[config.mk]
export PLATFORM = sky130hd
export DESIGN_NAME = trimmed_mean_moisture_scaler_core
export DESIGN_NICKNAME = d
export VERILOG_FILES = /design/src/sv/tmms_pkg.sv /design/src/sv/tmms_front.sv /design/src/sv/tmms_fifo.sv /design/src/sv/tmms_back.sv /design/src/sv/trimmed_mean_moisture_scaler_core.sv
export SDC_FILE = /design/constraint.sdc
export NUM_CORES = 1
export LEC_CHECK = 0
export BUFFER_PORTS_ARGS = -buffer_cell sky130_fd_sc_hd__buf_2
export CAP_MARGIN = 10
export CELL_PAD_IN_SITES_DETAIL_PLACEMENT = 0
export CELL_PAD_IN_SITES_GLOBAL_PLACEMENT = 1
export CORE_MARGIN = 2
export CORE_UTILIZATION = 30
export DETAILED_ROUTE_END_ITERATION = 6
export PLACE_DENSITY_LB_ADDON = 0.1
export RECOVER_POWER = 25
export SYNTH_ARGS = -nofsm -noshare
export SYNTH_HDL_FRONTEND = slang
export SYNTH_SLANG_ARGS = --single-unit
[constraint.sdc]
create_clock -name clk_i -period 11 [get_ports clk_i]
set_input_delay 1.1 -clock clk_i [delete_from_list [all_inputs] [get_ports clk_i]]
set_output_delay 1.1 -clock clk_i [all_outputs]
set_load 0.05 [all_outputs]
[src/sv/tmms_pkg.sv]
// ----------------------------------------------------------------------------
// tmms_pkg
// shared constants and types of the trimmed mean moisture scaler
// ----------------------------------------------------------------------------
package tmms_pkg;

  // samples per batch, legal range 3 to 64
  localparam int SAMPLE_COUNT = 16;

  localparam int SAMPLE_W     = 12;
  localparam int PCT_W        = 7;
  localparam int PERCENT_FULL = 100;
  localparam int SUM_W        = SAMPLE_W + $clog2(SAMPLE_COUNT);
  localparam int CNT_W        = $clog2(SAMPLE_COUNT);
  localparam int PROD_W       = SAMPLE_W + PCT_W;
  localparam int DIV_W        = (SUM_W > PROD_W) ? SUM_W : PROD_W;
  localparam int DVS_W        = SAMPLE_W;
  localparam int STEP_W       = $clog2(DIV_W);
  localparam int MEAN_DIVISOR = SAMPLE_COUNT - 2;
  localparam int CFG_IDX_W    = 2;

  // exact floor division of any SUM_W-bit value by MEAN_DIVISOR:
  // multiply by ceil(2^MEAN_SHIFT / MEAN_DIVISOR) and drop MEAN_SHIFT bits
  localparam int MEAN_SHIFT  = SUM_W + $clog2(MEAN_DIVISOR);
  localparam int MEAN_RECIP  = ((1 << MEAN_SHIFT) + MEAN_DIVISOR - 1) / MEAN_DIVISOR;
  localparam int MEAN_PROD_W = 2 * SUM_W + 1;

  localparam logic [SAMPLE_W-1:0] SAMPLE_MAX = {SAMPLE_W{1'b1}};

  typedef enum logic [CFG_IDX_W-1:0] {
    REG_DRY    = 2'd0,
    REG_SOAKED = 2'd1
  } cfg_reg_e;

  // one finished batch as handed from front to back
  typedef struct packed {
    logic [SUM_W-1:0]    sum;
    logic [SAMPLE_W-1:0] lowest;
    logic [SAMPLE_W-1:0] highest;
  } batch_t;

  typedef struct packed {
    logic [SAMPLE_W-1:0] dry;
    logic [SAMPLE_W-1:0] soaked;
  } cal_t;

endpackage

[src/sv/tmms_front.sv]
// ----------------------------------------------------------------------------
// tmms_front
// accumulates sum, minimum, maximum and count of each batch of samples
// ----------------------------------------------------------------------------
module tmms_front (
  input  logic                          clk_i,
  input  logic                          rst_ni,
  input  logic                          in_valid_i,
  output logic                          in_ready_o,
  input  logic [tmms_pkg::SAMPLE_W-1:0] sample_i,
  output logic                          push_o,
  output tmms_pkg::batch_t              push_data_o,
  input  logic                          full_i
);
  import tmms_pkg::*;

  localparam logic [CNT_W-1:0] LAST_IDX = CNT_W'(SAMPLE_COUNT - 1);

  logic [SUM_W-1:0]    sum_q, sum_d;
  logic [SAMPLE_W-1:0] low_q, low_d, high_q, high_d;
  logic [CNT_W-1:0]    cnt_q;
  logic                last, accept;

  assign last       = (cnt_q == LAST_IDX);
  // only the closing beat of a batch needs room in the queue
  assign in_ready_o = !(last && full_i);
  assign accept     = in_valid_i && in_ready_o;

  always_comb begin
    sum_d  = sum_q + SUM_W'(sample_i);
    low_d  = (sample_i < low_q) ? sample_i : low_q;
    high_d = (sample_i > high_q) ? sample_i : high_q;
  end

  assign push_o              = accept && last;
  assign push_data_o.sum     = sum_d;
  assign push_data_o.lowest  = low_d;
  assign push_data_o.highest = high_d;

  always_ff @(posedge clk_i or negedge rst_ni) begin
    if (!rst_ni) begin
      sum_q  <= '0;
      low_q  <= SAMPLE_MAX;
      high_q <= '0;
      cnt_q  <= '0;
    end else if (accept) begin
      if (last) begin
        sum_q  <= '0;
        low_q  <= SAMPLE_MAX;
        high_q <= '0;
        cnt_q  <= '0;
      end else begin
        sum_q  <= sum_d;
        low_q  <= low_d;
        high_q <= high_d;
        cnt_q  <= cnt_q + CNT_W'(1);
      end
    end
  end

endmodule

[src/sv/tmms_fifo.sv]
// ----------------------------------------------------------------------------
// tmms_fifo
// two-entry queue of finished batches between front and back
// ----------------------------------------------------------------------------
module tmms_fifo (
  input  logic             clk_i,
  input  logic             rst_ni,
  input  logic             push_i,
  input  tmms_pkg::batch_t push_data_i,
  output logic             full_o,
  input  logic             pop_i,
  output logic             valid_o,
  output tmms_pkg::batch_t pop_data_o
);
  import tmms_pkg::*;

  batch_t     mem_q [2];
  logic       wr_q, rd_q;
  logic [1:0] fill_q;

  assign full_o     = (fill_q == 2'd2);
  assign valid_o    = (fill_q != 2'd0);
  assign pop_data_o = mem_q[rd_q];

  always_ff @(posedge clk_i) begin
    if (push_i) begin
      mem_q[wr_q] <= push_data_i;
    end
  end

  always_ff @(posedge clk_i or negedge rst_ni) begin
    if (!rst_ni) begin
      wr_q   <= 1'b0;
      rd_q   <= 1'b0;
      fill_q <= 2'd0;
    end else begin
      if (push_i) begin
        wr_q <= !wr_q;
      end
      if (pop_i) begin
        rd_q <= !rd_q;
      end
      fill_q <= fill_q + 2'(push_i) - 2'(pop_i);
    end
  end

endmodule

[src/sv/tmms_back.sv]
// ----------------------------------------------------------------------------
// tmms_back
// trimmed mean by reciprocal multiply, percentage scaling on a radix-2 divider
// ----------------------------------------------------------------------------
module tmms_back (
  input  logic                       clk_i,
  input  logic                       rst_ni,
  input  logic                       valid_i,
  input  tmms_pkg::batch_t           batch_i,
  output logic                       pop_o,
  input  tmms_pkg::cal_t             cal_i,
  output logic                       out_valid_o,
  input  logic                       out_ready_i,
  output logic [tmms_pkg::PCT_W-1:0]    moisture_percent_o,
  output logic [tmms_pkg::SAMPLE_W-1:0] trimmed_average_o,
  output logic                       bad_calibration_o
);
  import tmms_pkg::*;

  typedef enum logic [2:0] {
    ST_IDLE,
    ST_MEAN,
    ST_SCALE,
    ST_PCT,
    ST_OUT
  } state_e;

  state_e              state_q;
  logic [DIV_W-1:0]    dvd_q, dvd_d;
  logic [DVS_W-1:0]    rem_q, rem_d, dvs_q;
  logic [DVS_W:0]      rem_sh;
  logic [STEP_W-1:0]   step_q;
  logic                ge;
  logic [SAMPLE_W-1:0] mean_q, clamp_lo, clamped, diff;
  logic [PROD_W-1:0]   prod;
  logic [MEAN_PROD_W-1:0] mean_prod;
  logic [PCT_W-1:0]    pct_q;
  logic                bad, bad_q;
  logic [SUM_W-1:0]    trimmed;
  logic                out_valid_q;
  logic [PCT_W-1:0]    out_pct_q;
  logic [SAMPLE_W-1:0] out_mean_q;
  logic                out_bad_q;

  // one quotient bit per cycle, msb first
  always_comb begin
    rem_sh = {rem_q, dvd_q[DIV_W-1]};
    ge     = (rem_sh >= {1'b0, dvs_q});
    rem_d  = ge ? DVS_W'(rem_sh - {1'b0, dvs_q}) : rem_sh[DVS_W-1:0];
    dvd_d  = {dvd_q[DIV_W-2:0], ge};
  end

  // lowest and highest are part of the sum, so no underflow
  assign trimmed = batch_i.sum - SUM_W'(batch_i.lowest) - SUM_W'(batch_i.highest);

  // registered trimmed sum times the reciprocal of the batch divisor
  assign mean_prod = MEAN_PROD_W'(dvd_q[SUM_W-1:0]) * MEAN_PROD_W'(MEAN_RECIP);

  always_comb begin
    bad      = (cal_i.soaked >= cal_i.dry);
    clamp_lo = (mean_q <= cal_i.soaked) ? cal_i.soaked : mean_q;
    clamped  = (clamp_lo >= cal_i.dry) ? cal_i.dry : clamp_lo;
    diff     = cal_i.dry - clamped;
    prod     = PROD_W'(diff) * PROD_W'(PERCENT_FULL);
  end

  assign pop_o = (state_q == ST_IDLE) && valid_i;

  always_ff @(posedge clk_i or negedge rst_ni) begin
    if (!rst_ni) begin
      state_q     <= ST_IDLE;
      out_valid_q <= 1'b0;
    end else begin
      if (out_valid_q && out_ready_i) begin
        out_valid_q <= 1'b0;
      end
      unique case (state_q)
        ST_IDLE: begin
          if (valid_i) begin
            dvd_q   <= DIV_W'(trimmed);
            state_q <= ST_MEAN;
          end
        end
        ST_MEAN: begin
          mean_q  <= mean_prod[MEAN_SHIFT +: SAMPLE_W];
          state_q <= ST_SCALE;
        end
        ST_SCALE: begin
          bad_q <= bad;
          if (bad) begin
            pct_q   <= '0;
            state_q <= ST_OUT;
          end else begin
            dvd_q   <= DIV_W'(prod);
            dvs_q   <= cal_i.dry - cal_i.soaked;
            rem_q   <= '0;
            step_q  <= STEP_W'(DIV_W - 1);
            state_q <= ST_PCT;
          end
        end
        ST_PCT: begin
          dvd_q  <= dvd_d;
          rem_q  <= rem_d;
          step_q <= step_q - STEP_W'(1);
          if (step_q == '0) begin
            pct_q   <= dvd_d[PCT_W-1:0];
            state_q <= ST_OUT;
          end
        end
        ST_OUT: begin
          if (!out_valid_q || out_ready_i) begin
            out_valid_q <= 1'b1;
            out_pct_q   <= pct_q;
            out_mean_q  <= mean_q;
            out_bad_q   <= bad_q;
            state_q     <= ST_IDLE;
          end
        end
        default: state_q <= ST_IDLE;
      endcase
    end
  end

  assign out_valid_o        = out_valid_q;
  assign moisture_percent_o = out_pct_q;
  assign trimmed_average_o  = out_mean_q;
  assign bad_calibration_o  = out_bad_q;

  a_bad_gives_zero: assert property (@(posedge clk_i) disable iff (!rst_ni)
    out_valid_q && out_bad_q |-> out_pct_q == '0)
    else $error("bad calibration with nonzero percentage");

  a_pct_range: assert property (@(posedge clk_i) disable iff (!rst_ni)
    out_valid_q |-> out_pct_q <= PCT_W'(PERCENT_FULL))
    else $error("percentage above full scale");

  a_divisor_nonzero: assert property (@(posedge clk_i) disable iff (!rst_ni)
    (state_q == ST_PCT) |-> dvs_q != '0)
    else $error("divide by zero");

  a_pop_only_idle: assert property (@(posedge clk_i) disable iff (!rst_ni)
    pop_o |=> state_q == ST_MEAN)
    else $error("batch popped without starting the mean");

endmodule

[src/sv/trimmed_mean_moisture_scaler_core.sv]
// ----------------------------------------------------------------------------
// trimmed_mean_moisture_scaler_core
// olympic trimmed mean of converter samples scaled to a moisture percentage
// ----------------------------------------------------------------------------
// The front end takes one sample beat per clock and keeps the running sum,
// minimum, maximum and count. Every SAMPLE_COUNT samples it hands the batch
// through a two-entry queue to the back end and starts a fresh batch in the
// next cycle. The back end forms the trimmed mean (sum less minimum and
// maximum, over SAMPLE_COUNT - 2) by multiplying with a fixed reciprocal,
// then runs a one-bit-per-cycle divider for
// (dry - clamped mean) * 100 / (dry - soaked).
// The back end takes a batch from the queue only while idle, and with bad
// calibration it skips the divider. When the queue is full, the closing
// beat of a batch waits for queue room.
// A result beat holds in the output register until taken while the next
// batch is already being worked on. With soaked not below dry the result has
// bad_calibration set and a percentage of 0. Calibration writes take effect
// on the next result computed; register indexes beyond the list are ignored.
// ----------------------------------------------------------------------------
module trimmed_mean_moisture_scaler_core (
  input  logic                           clk_i,
  input  logic                           rst_ni,
  // sample channel
  input  logic                           in_valid_i,
  output logic                           in_ready_o,
  input  logic [tmms_pkg::SAMPLE_W-1:0]  sample_i,
  // result channel
  output logic                           out_valid_o,
  input  logic                           out_ready_i,
  output logic [tmms_pkg::PCT_W-1:0]     moisture_percent_o,
  output logic [tmms_pkg::SAMPLE_W-1:0]  trimmed_average_o,
  output logic                           bad_calibration_o,
  // calibration register write channel
  input  logic                           cfg_valid_i,
  output logic                           cfg_ready_o,
  input  logic [tmms_pkg::CFG_IDX_W-1:0] cfg_index_i,
  input  logic [tmms_pkg::SAMPLE_W-1:0]  cfg_data_i
);
  import tmms_pkg::*;

  cal_t   cal_q;
  logic   push, full, pop, batch_valid;
  batch_t push_data, pop_data;

  // registers are always writable
  assign cfg_ready_o = 1'b1;

  always_ff @(posedge clk_i or negedge rst_ni) begin
    if (!rst_ni) begin
      cal_q.dry    <= SAMPLE_MAX;
      cal_q.soaked <= '0;
    end else if (cfg_valid_i) begin
      if (cfg_index_i == REG_DRY) begin
        cal_q.dry <= cfg_data_i;
      end
      if (cfg_index_i == REG_SOAKED) begin
        cal_q.soaked <= cfg_data_i;
      end
    end
  end

  // accumulation of one batch
  tmms_front u_front (
    .clk_i       (clk_i),
    .rst_ni      (rst_ni),
    .in_valid_i  (in_valid_i),
    .in_ready_o  (in_ready_o),
    .sample_i    (sample_i),
    .push_o      (push),
    .push_data_o (push_data),
    .full_i      (full)
  );

  // decouples accumulation from the divider
  tmms_fifo u_fifo (
    .clk_i       (clk_i),
    .rst_ni      (rst_ni),
    .push_i      (push),
    .push_data_i (push_data),
    .full_o      (full),
    .pop_i       (pop),
    .valid_o     (batch_valid),
    .pop_data_o  (pop_data)
  );

  // mean, clamp and scaling
  tmms_back u_back (
    .clk_i              (clk_i),
    .rst_ni             (rst_ni),
    .valid_i            (batch_valid),
    .batch_i            (pop_data),
    .pop_o              (pop),
    .cal_i              (cal_q),
    .out_valid_o        (out_valid_o),
    .out_ready_i        (out_ready_i),
    .moisture_percent_o (moisture_percent_o),
    .trimmed_average_o  (trimmed_average_o),
    .bad_calibration_o  (bad_calibration_o)
  );

endmodule
==> results of run 1 <==
-- placed cells by master, fill, tap and decap left out, drive strengths merged, types with 17 or more instances in the layout --
cell type / Yosys / routed
xnor2: 55 / 55
nand4: 18 / 18
nand3: 26 / 26
xor2: 22 / 22
dfrtp: 52 / 52
nand2: 112 / 112
nor2b: 17 / 17
inv: 220 / 220
mux2i: 45 / 45
a21oi: 80 / 80
edfxtp: 168 / 168
clkbuf: 33 / 47
buf: 9 / 64
o21a: 21 / 21
a21o: 38 / 38
nor3: 26 / 26
o21ai: 104 / 104
dfstp: 24 / 24
mux2: 44 / 44
ha: 270 / 270
nor2: 68 / 68
fa: 66 / 66
a22o: 22 / 22
-- flip-flops by register name (all words and copies together), names as in the netlist, 2 cells and up --
name                       cells
u_back.moisture_percent_o      7
u_back.dvd_q                  19
u_back.mean_q                 12
u_front.cnt_q                  4
u_back.trimmed_average_o      12
cal_q                         24
u_back.rem_q                  12
u_back.step_q                  5
u_front.low_q                 12
u_back.pct_q                   7
u_fifo.mem_q                  80
u_fifo.fill_q                  2
u_back.state_q                 3
u_front.sum_q                 16
u_front.high_q                12
u_back.dvs_q                  12
-- cell usage after synthesis, types with 21 or more instances --
master,number
xor2_1,22
edfxtp_1,168
inv_1,220
o21ai_0,101
clkbuf_1,33
mux2_2,44
xnor2_1,55
fa_1,66
mux2i_1,45
a22o_1,22
nor3_1,26
a21o_1,38
ha_1,270
dfrtp_1,52
nand3_1,26
a21oi_1,80
nor2_1,68
o21a_1,21
dfstp_2,24
nand2_1,112
-- through the flow --
stage                     utilization (%)  hold WS (ps)  area [sq um]
after floorplan                         -           400         18400
after global placement               32.5           421         19700
after detailed placement             32.5           425         19700
after CTS                            34.2           428         20700
after global routing                 34.2           457         20700
final                                34.2           433         20700
-- per-layer routing --
metal,part of all wire (%),vias to the layer above,global-route usage (%)
met2,47,150,25.3
met4,2.4,0,3.75
li1,-,6315,-
met5,0,-,0
met3,2.8,59,1.92
met1,48,6107,20.9
-- final cells by class --
cell class / instances / area (sq um) / area share, %
clock inverters: 17 / 229 / 1.11
well taps: 782 / 978 / 4.73
clock buffers: 39 / 815 / 3.93
multi-input cells: 1216 / 10500 / 50.7
inverters: 220 / 826 / 3.99
flip-flops and latches: 244 / 6980 / 33.7
repair buffers: 72 / 389 / 1.88
-- logic make-up after synthesis --
family	after synthesis	share of synthesized area, %
compound gates	373	13.5
simple gates	340	8.87
flops	244	37.9
mux	89	5.13
other cells	1	0.0204
buf+inv	262	5.41
xor+xnor	77	3.66
fa+ha+maj	336	25.5
-- final timing paths --
check	from	end	slack, ps	cells past startpoint
min	u_back.pct_q[1]$_SDFFCE_PP0P_	u_back.moisture_percent_o[1]$_DFFE_PP_	430	0
min reg2reg	u_back.pct_q[1]$_SDFFCE_PP0P_	u_back.moisture_percent_o[1]$_DFFE_PP_	430	0
max	cal_q[1]$_DFFE_PN0P_	u_back.dvd_q[18]$_DFFE_PP_	2290	37
min in group asynchronous	rst_ni	cal_q[11]$_DFFE_PN0P_	990	1
max in group asynchronous	rst_ni	u_fifo.rd_q$_DFFE_PN0P_	5870	2
max reg2reg	cal_q[1]$_DFFE_PN0P_	u_back.dvd_q[18]$_DFFE_PP_	2290	37
-- worst max-delay path: cells and delay by family (launching register included) --
kind / cells / cell delay, ps
AOI/OAI and AO/OA: 17 / 3600
adders and majority gates: 8 / 2540
and+or+nand+nor: 6 / 1020
buffers and inverters: 4 / 500
DFF: 1 / 410
xor gates and xnor gates: 2 / 380
==> summary.md, run 1 <==
| Metric | Value |
|---|---|
| Distinct cells, synth | `73` |
| Crit Path Class | `reg2reg` |
| Final setup fails | `0` |
| Core Region | `0.0606 sq mm` |
| # hold bufs at CTS | `0` |
| Status | `finished, violations left` |
| Hold Fails Final Rpt | `0` |
| Avg WL per Cell | `18.4 um` |
| CP required | `11,300 ps` |
| Area Growth Syn to Fin | `12.3%` |
| Port bufs | `52` |
| # DRC | `0` |
| Cells after Synth | `1,722` |
| Crit path capture type | `flop` |
| Core Rows | `90` |
| Die Span Y | `252 um` |
| CP max stage cell | `fa_1` |
| Number of H-tree levels | `1` |
| Unrepaired setup endpoints after global routing | `false` |
| Post-synthesis sequential element count | `244` |
| Total number of vias | `12,631` |
| Congestion Overflow GR | `0` |
| CTS tree | `yes` |
| Failing checks | `capacitance limit, slew limit` |
| Number of flops mapped to enable cells by yosys | `168` |
| Max cap viols | `2` |
| Fin crit share | `79.2%` |
| CP dominant cell by count | `o21ai_0` |
| I/O Pins | `54` |
| Worst slack at placement | `2310 ps` |
| Worst setup margin | `2290 ps` |
| Setup Skew | `10.8 ps` |
| Diode count | `0` |
| Die Area | `0.0634 sq mm` |
| Arrival @ worst endpoint | `9010 ps` |
| CTS root buf | `clkbuf_16` |
| Die W | `252 um` |
| Drt pass-1 iters | `5` |
| Ys flop type | `edfxtp_1` |
| Routed WL | `47,600 um` |
| Cell area after synthesis | `0.0184 sq mm` |
| Final HPWL from detailed placement | `37,000 um` |
| Synth area leader | `edfxtp_1` |
| Initial antenna violation count | `1` |
| Antenna viol nets, final | `0` |
| Max Fanout on Critical Path | `16` |
| Hold Crit Class | `reg2reg` |
| Fin Setup TNS | `0 ps` |
| Worst-Margin Slew | `3340 ps` |
| GRT Overall Usage | `15.2%` |
| Worst path max stage delay | `530 ps` |
| Final Max Slew Viols | `83` |
| Fin nets | `2,151` |
| Finished Layout Cells | `2,590` |
| TritonCTS buffer count | `30` |
| Dominant cells by area after synthesis | `edfxtp_1 27%, ha_1 18%, fa_1 7.2%, dfrtp_1 7.1%, inv_1 4.5%` |
| Initial Util | `30.4%` |
| Placed cell count | `2,533` |
| Initial DRC count | `517` |
| Setup Fix Bufs, Post-CTS | `0` |
| Worst-path clk slew | `60 ps` |
| Share of the synthesized area in the top cell type | `27.4%` |
| Avg Inst Size Synth | `10.7 sq um` |
| Register area share after synthesis | `37.9%` |
| # fillers | `6,116` |
| Post-DR vias/cell | `4.88` |
| First-pass GRT wire length | `75,200 um` |
| Largest net degree at the start of global routing | `56` |
| CP Launch Type | `flop` |
| Layout cells sized above 1 | `11.1%` |
| Ys async rst share | `31.1%` |
| Fmax | `115 MHz` |
| CTS sink count | `244` |
| YS warnings | `0` |
| Post-Syn Nets | `2,089` |
| Vias in the first global route | `12,916` |
| Worst-Skew Late Latency | `580 ps` |
| Final Wtd Congestion | `0.823` |
| Final min period | `8710 ps` |
| Slew margin rel. | `-123%` |
| Bufs on Longest Clock Path | `3` |
| Post_cts resized | `0` |
Power of run 1 is left out: the tool's default activity adds up to more than one toggle a clock period on the data nets, which glitch-free logic cannot reach.
==> run 2: changes to the inputs <==
==> constraint.sdc (replaced) <==
create_clock -name clk_i -period 7.1 [get_ports clk_i]
set_input_delay 0.71 -clock clk_i [delete_from_list [all_inputs] [get_ports clk_i]]
set_output_delay 0.71 -clock clk_i [all_outputs]
set_load 0.05 [all_outputs]
==> run 2 against run 1 <==
The run ends with capacitance limit, slew limit, setup timing left; flip-flop and latch count unchanged; register-to-register slack got worse by 2300 ps; hold slack got worse by 87 ps; fmax increased by 22%; setup slack got worse by 2300 ps; count of clock-buffer cells in the layout unchanged; routed wire length increased by 1.6%; global-route usage increased by 0.20 points; non-clock buffer count increased by 97; utilization increased by 2.2 points; first-iteration DRC count increased by 9.9%; critical path type unchanged; critical endpoint is now u_back.dvd_q[16]$_DFFE_PP_.
==> summary.md, run 2 (synthesis gave the netlist of run 1 again) <==
| Metric | Value |
|---|---|
| Status | `finished, violations left` |
| Failing checks | `capacitance limit, slew limit, setup timing` |
| CP Launch Type | `flop` |
| Fmax | `140 MHz (+22%)` |
| Port bufs | `52 (unchanged)` |
| Slew margin rel. | `-133% (-9.6 points)` |
| Largest Register | `u_fifo.mem_q` |
| Die W | `252 um (unchanged)` |
| Total number of vias | `12,985 (+2.8%)` |
| Critical R2R Capture | `u_back.dvd_q[16]$_DFFE_PP_` |
| Avg WL per Cell | `18.0 um (-2.2%)` |
| Final Max Slew Viols | `83 (unchanged)` |
| Top flop regs | `u_fifo.mem_q: 80 flops, cal_q: 24 flops, u_back.dvd_q: 19 flops` |
| CP max stage cell | `fa_1` |
| Hold Path Depth | `3 (+3)` |
| Worst path max stage delay | `530 ps (about the same)` |
| Largest net degree at the start of global routing | `56 (unchanged)` |
| Commonest non-fill, non-tap cell in the layout | `ha_1` |
| First-pass GRT wire length | `76,200 um (+1.4%)` |
| Final hold slack | `345 ps (-87.2 ps)` |
| Drt pass-1 iters | `5 (unchanged)` |
| CP required | `7420 ps (-3880 ps)` |
| Largest register FFs | `80 (unchanged)` |
| Worst-path clk slew | `70 ps (about the same)` |
| Layout cells sized above 1 | `19.0% (+7.9 points)` |
| Arrival @ worst endpoint | `7480 ps (-1530 ps)` |
| Worst reg2reg path startpoint | `u_back.mean_q[1]$_DFFE_PP_` |
| # DRC | `0 (unchanged)` |
| Post-DR vias/cell | `4.83 (-0.98%)` |
| Antenna viol nets, final | `0 (unchanged)` |
| Setup Skew | `17.4 ps (+6.56 ps)` |
| # fillers | `6,048 (-1.1%)` |
| Hold Fails Final Rpt | `0 (unchanged)` |
| Vias in the first global route | `13,400 (+3.7%)` |
| Congestion Overflow GR | `0 (unchanged)` |
| I/O Pins | `54 (unchanged)` |
| TritonCTS buffer count | `31 (+3.3%)` |
| Hold path start | `cfg_data_i[10]` |
| Worst-Skew Late Latency | `600 ps (+20 ps)` |
| CTS root buf | `clkbuf_16` |
| Crit path capture type | `flop` |
| Fin nets | `2,249 (+4.6%)` |
| Initial DRC count | `568 (+9.9%)` |
| Initial Util | `30.4% (unchanged)` |
| Unrepaired setup endpoints after global routing | `true` |
| Die Span Y | `252 um (unchanged)` |
| Worst setup margin | `-59.1 ps (-2350 ps)` |
| Core Region | `0.0606 sq mm (unchanged)` |
| Flop2flop setup slack | `-60 ps (-2350 ps)` |
| Final HPWL from detailed placement | `37,600 um (+1.6%)` |
| Most frequent cells in the layout | `252 x ha_1, 217 x inv_1, 168 x edfxtp_1` |
| Fin crit share | `101% (+22 points)` |
| Worst-Margin Slew | `3490 ps (+144 ps)` |
| Initial antenna violation count | `1 (unchanged)` |
| Core Rows | `90 (unchanged)` |
| Die Area | `0.0634 sq mm (unchanged)` |
| Area Growth Syn to Fin | `19.4%` |
| Crit Path Class | `reg2reg` |
| GRT Overall Usage | `15.4% (+0.20 points)` |
| Bufs on Longest Clock Path | `3 (unchanged)` |
| Routed WL | `48,300 um (+1.6%)` |
| Max Fanout on Critical Path | `8 (-8)` |
| CTS sink count | `244 (unchanged)` |
| Hold EP | `cal_q[22]$_DFFE_PN1P_` |
| Diode count | `0 (unchanged)` |
| Worst r2r path cells | `37 (unchanged)` |
| # hold bufs at CTS | `0 (unchanged)` |
| Final Wtd Congestion | `0.800 (-2.8%)` |
| Hold Crit Class | `in2reg` |
| Final min period | `7160 ps (-1550 ps)` |
| Number of H-tree levels | `1 (unchanged)` |
| CTS tree | `yes` |
| Max cap viols | `2 (unchanged)` |
| Final setup fails | `3 (+3)` |
[run 2: stage by stage]
stage	cells	instance area [sq um]	utilization, %	worst slack, ps	TNS, ps
floorplan	1722	18500	-	-30.3	-42.7
global placement	2613	20400	33.6	-108	-265
detailed placement	2613	20400	33.6	-275	-1040
CTS	2682	21700	35.8	-79.9	-210
global route	2689	22000	36.3	-373	-2180
finish	2689	22000	36.3	-59.1	-155
[run 2: final cells by class]
class / count / area [sq um] / area share [%]
timing repair buffer: 169 / 1140 / 5.16
sequential: 244 / 6980 / 31.7
multi-input combinational: 1216 / 11000 / 49.8
inverter: 220 / 826 / 3.75
clock buffer: 39 / 836 / 3.80
tap: 782 / 978 / 4.45
clock inverter: 19 / 284 / 1.29
[run 2: repair_timing]
action	in CTS	in global routing
buffers inserted	10	7
gates cloned	1	0
pin swaps	22	24
setup endpoints to repair	8	9
resized for setup	27	53
[run 2: worst max-delay path, delay by kind of cell (launching register included)]
family	cells	cell delay, ps
and+or+nand+nor	7	960
buffers and inverters	5	550
DFF	1	430
muxes	2	380
AOI/OAI and AO/OA	13	2010
xor gates and xnor gates	2	310
adders and majority gates	8	2240
[run 2: how the worst max path moves through the flow]
stage	start	depth (start not counted)	end
after detailed placement	u_back.mean_q[1]$_DFFE_PP_	33	u_back.dvd_q[18]$_DFFE_PP_
after global placement	u_back.mean_q[1]$_DFFE_PP_	33	u_back.dvd_q[18]$_DFFE_PP_
after floorplan	cal_q[1]$_DFFE_PN0P_	37	u_back.dvd_q[18]$_DFFE_PP_
after CTS	u_back.mean_q[1]$_DFFE_PP_	36	u_back.dvd_q[16]$_DFFE_PP_
final	u_back.mean_q[1]$_DFFE_PP_	37	u_back.dvd_q[16]$_DFFE_PP_
after global routing	u_back.mean_q[1]$_DFFE_PP_	36	u_back.dvd_q[18]$_DFFE_PP_
[run 2: metal layers]
metal	vias to the layer above	share of wire, %	track usage (%)
met1	6288	46	20.4
li1	6506	-	-
met5	-	0	0
met2	141	49	27.0
met4	0	1.7	2.81
met3	50	2.9	1.90
Power of run 2 is left out for the same reason.
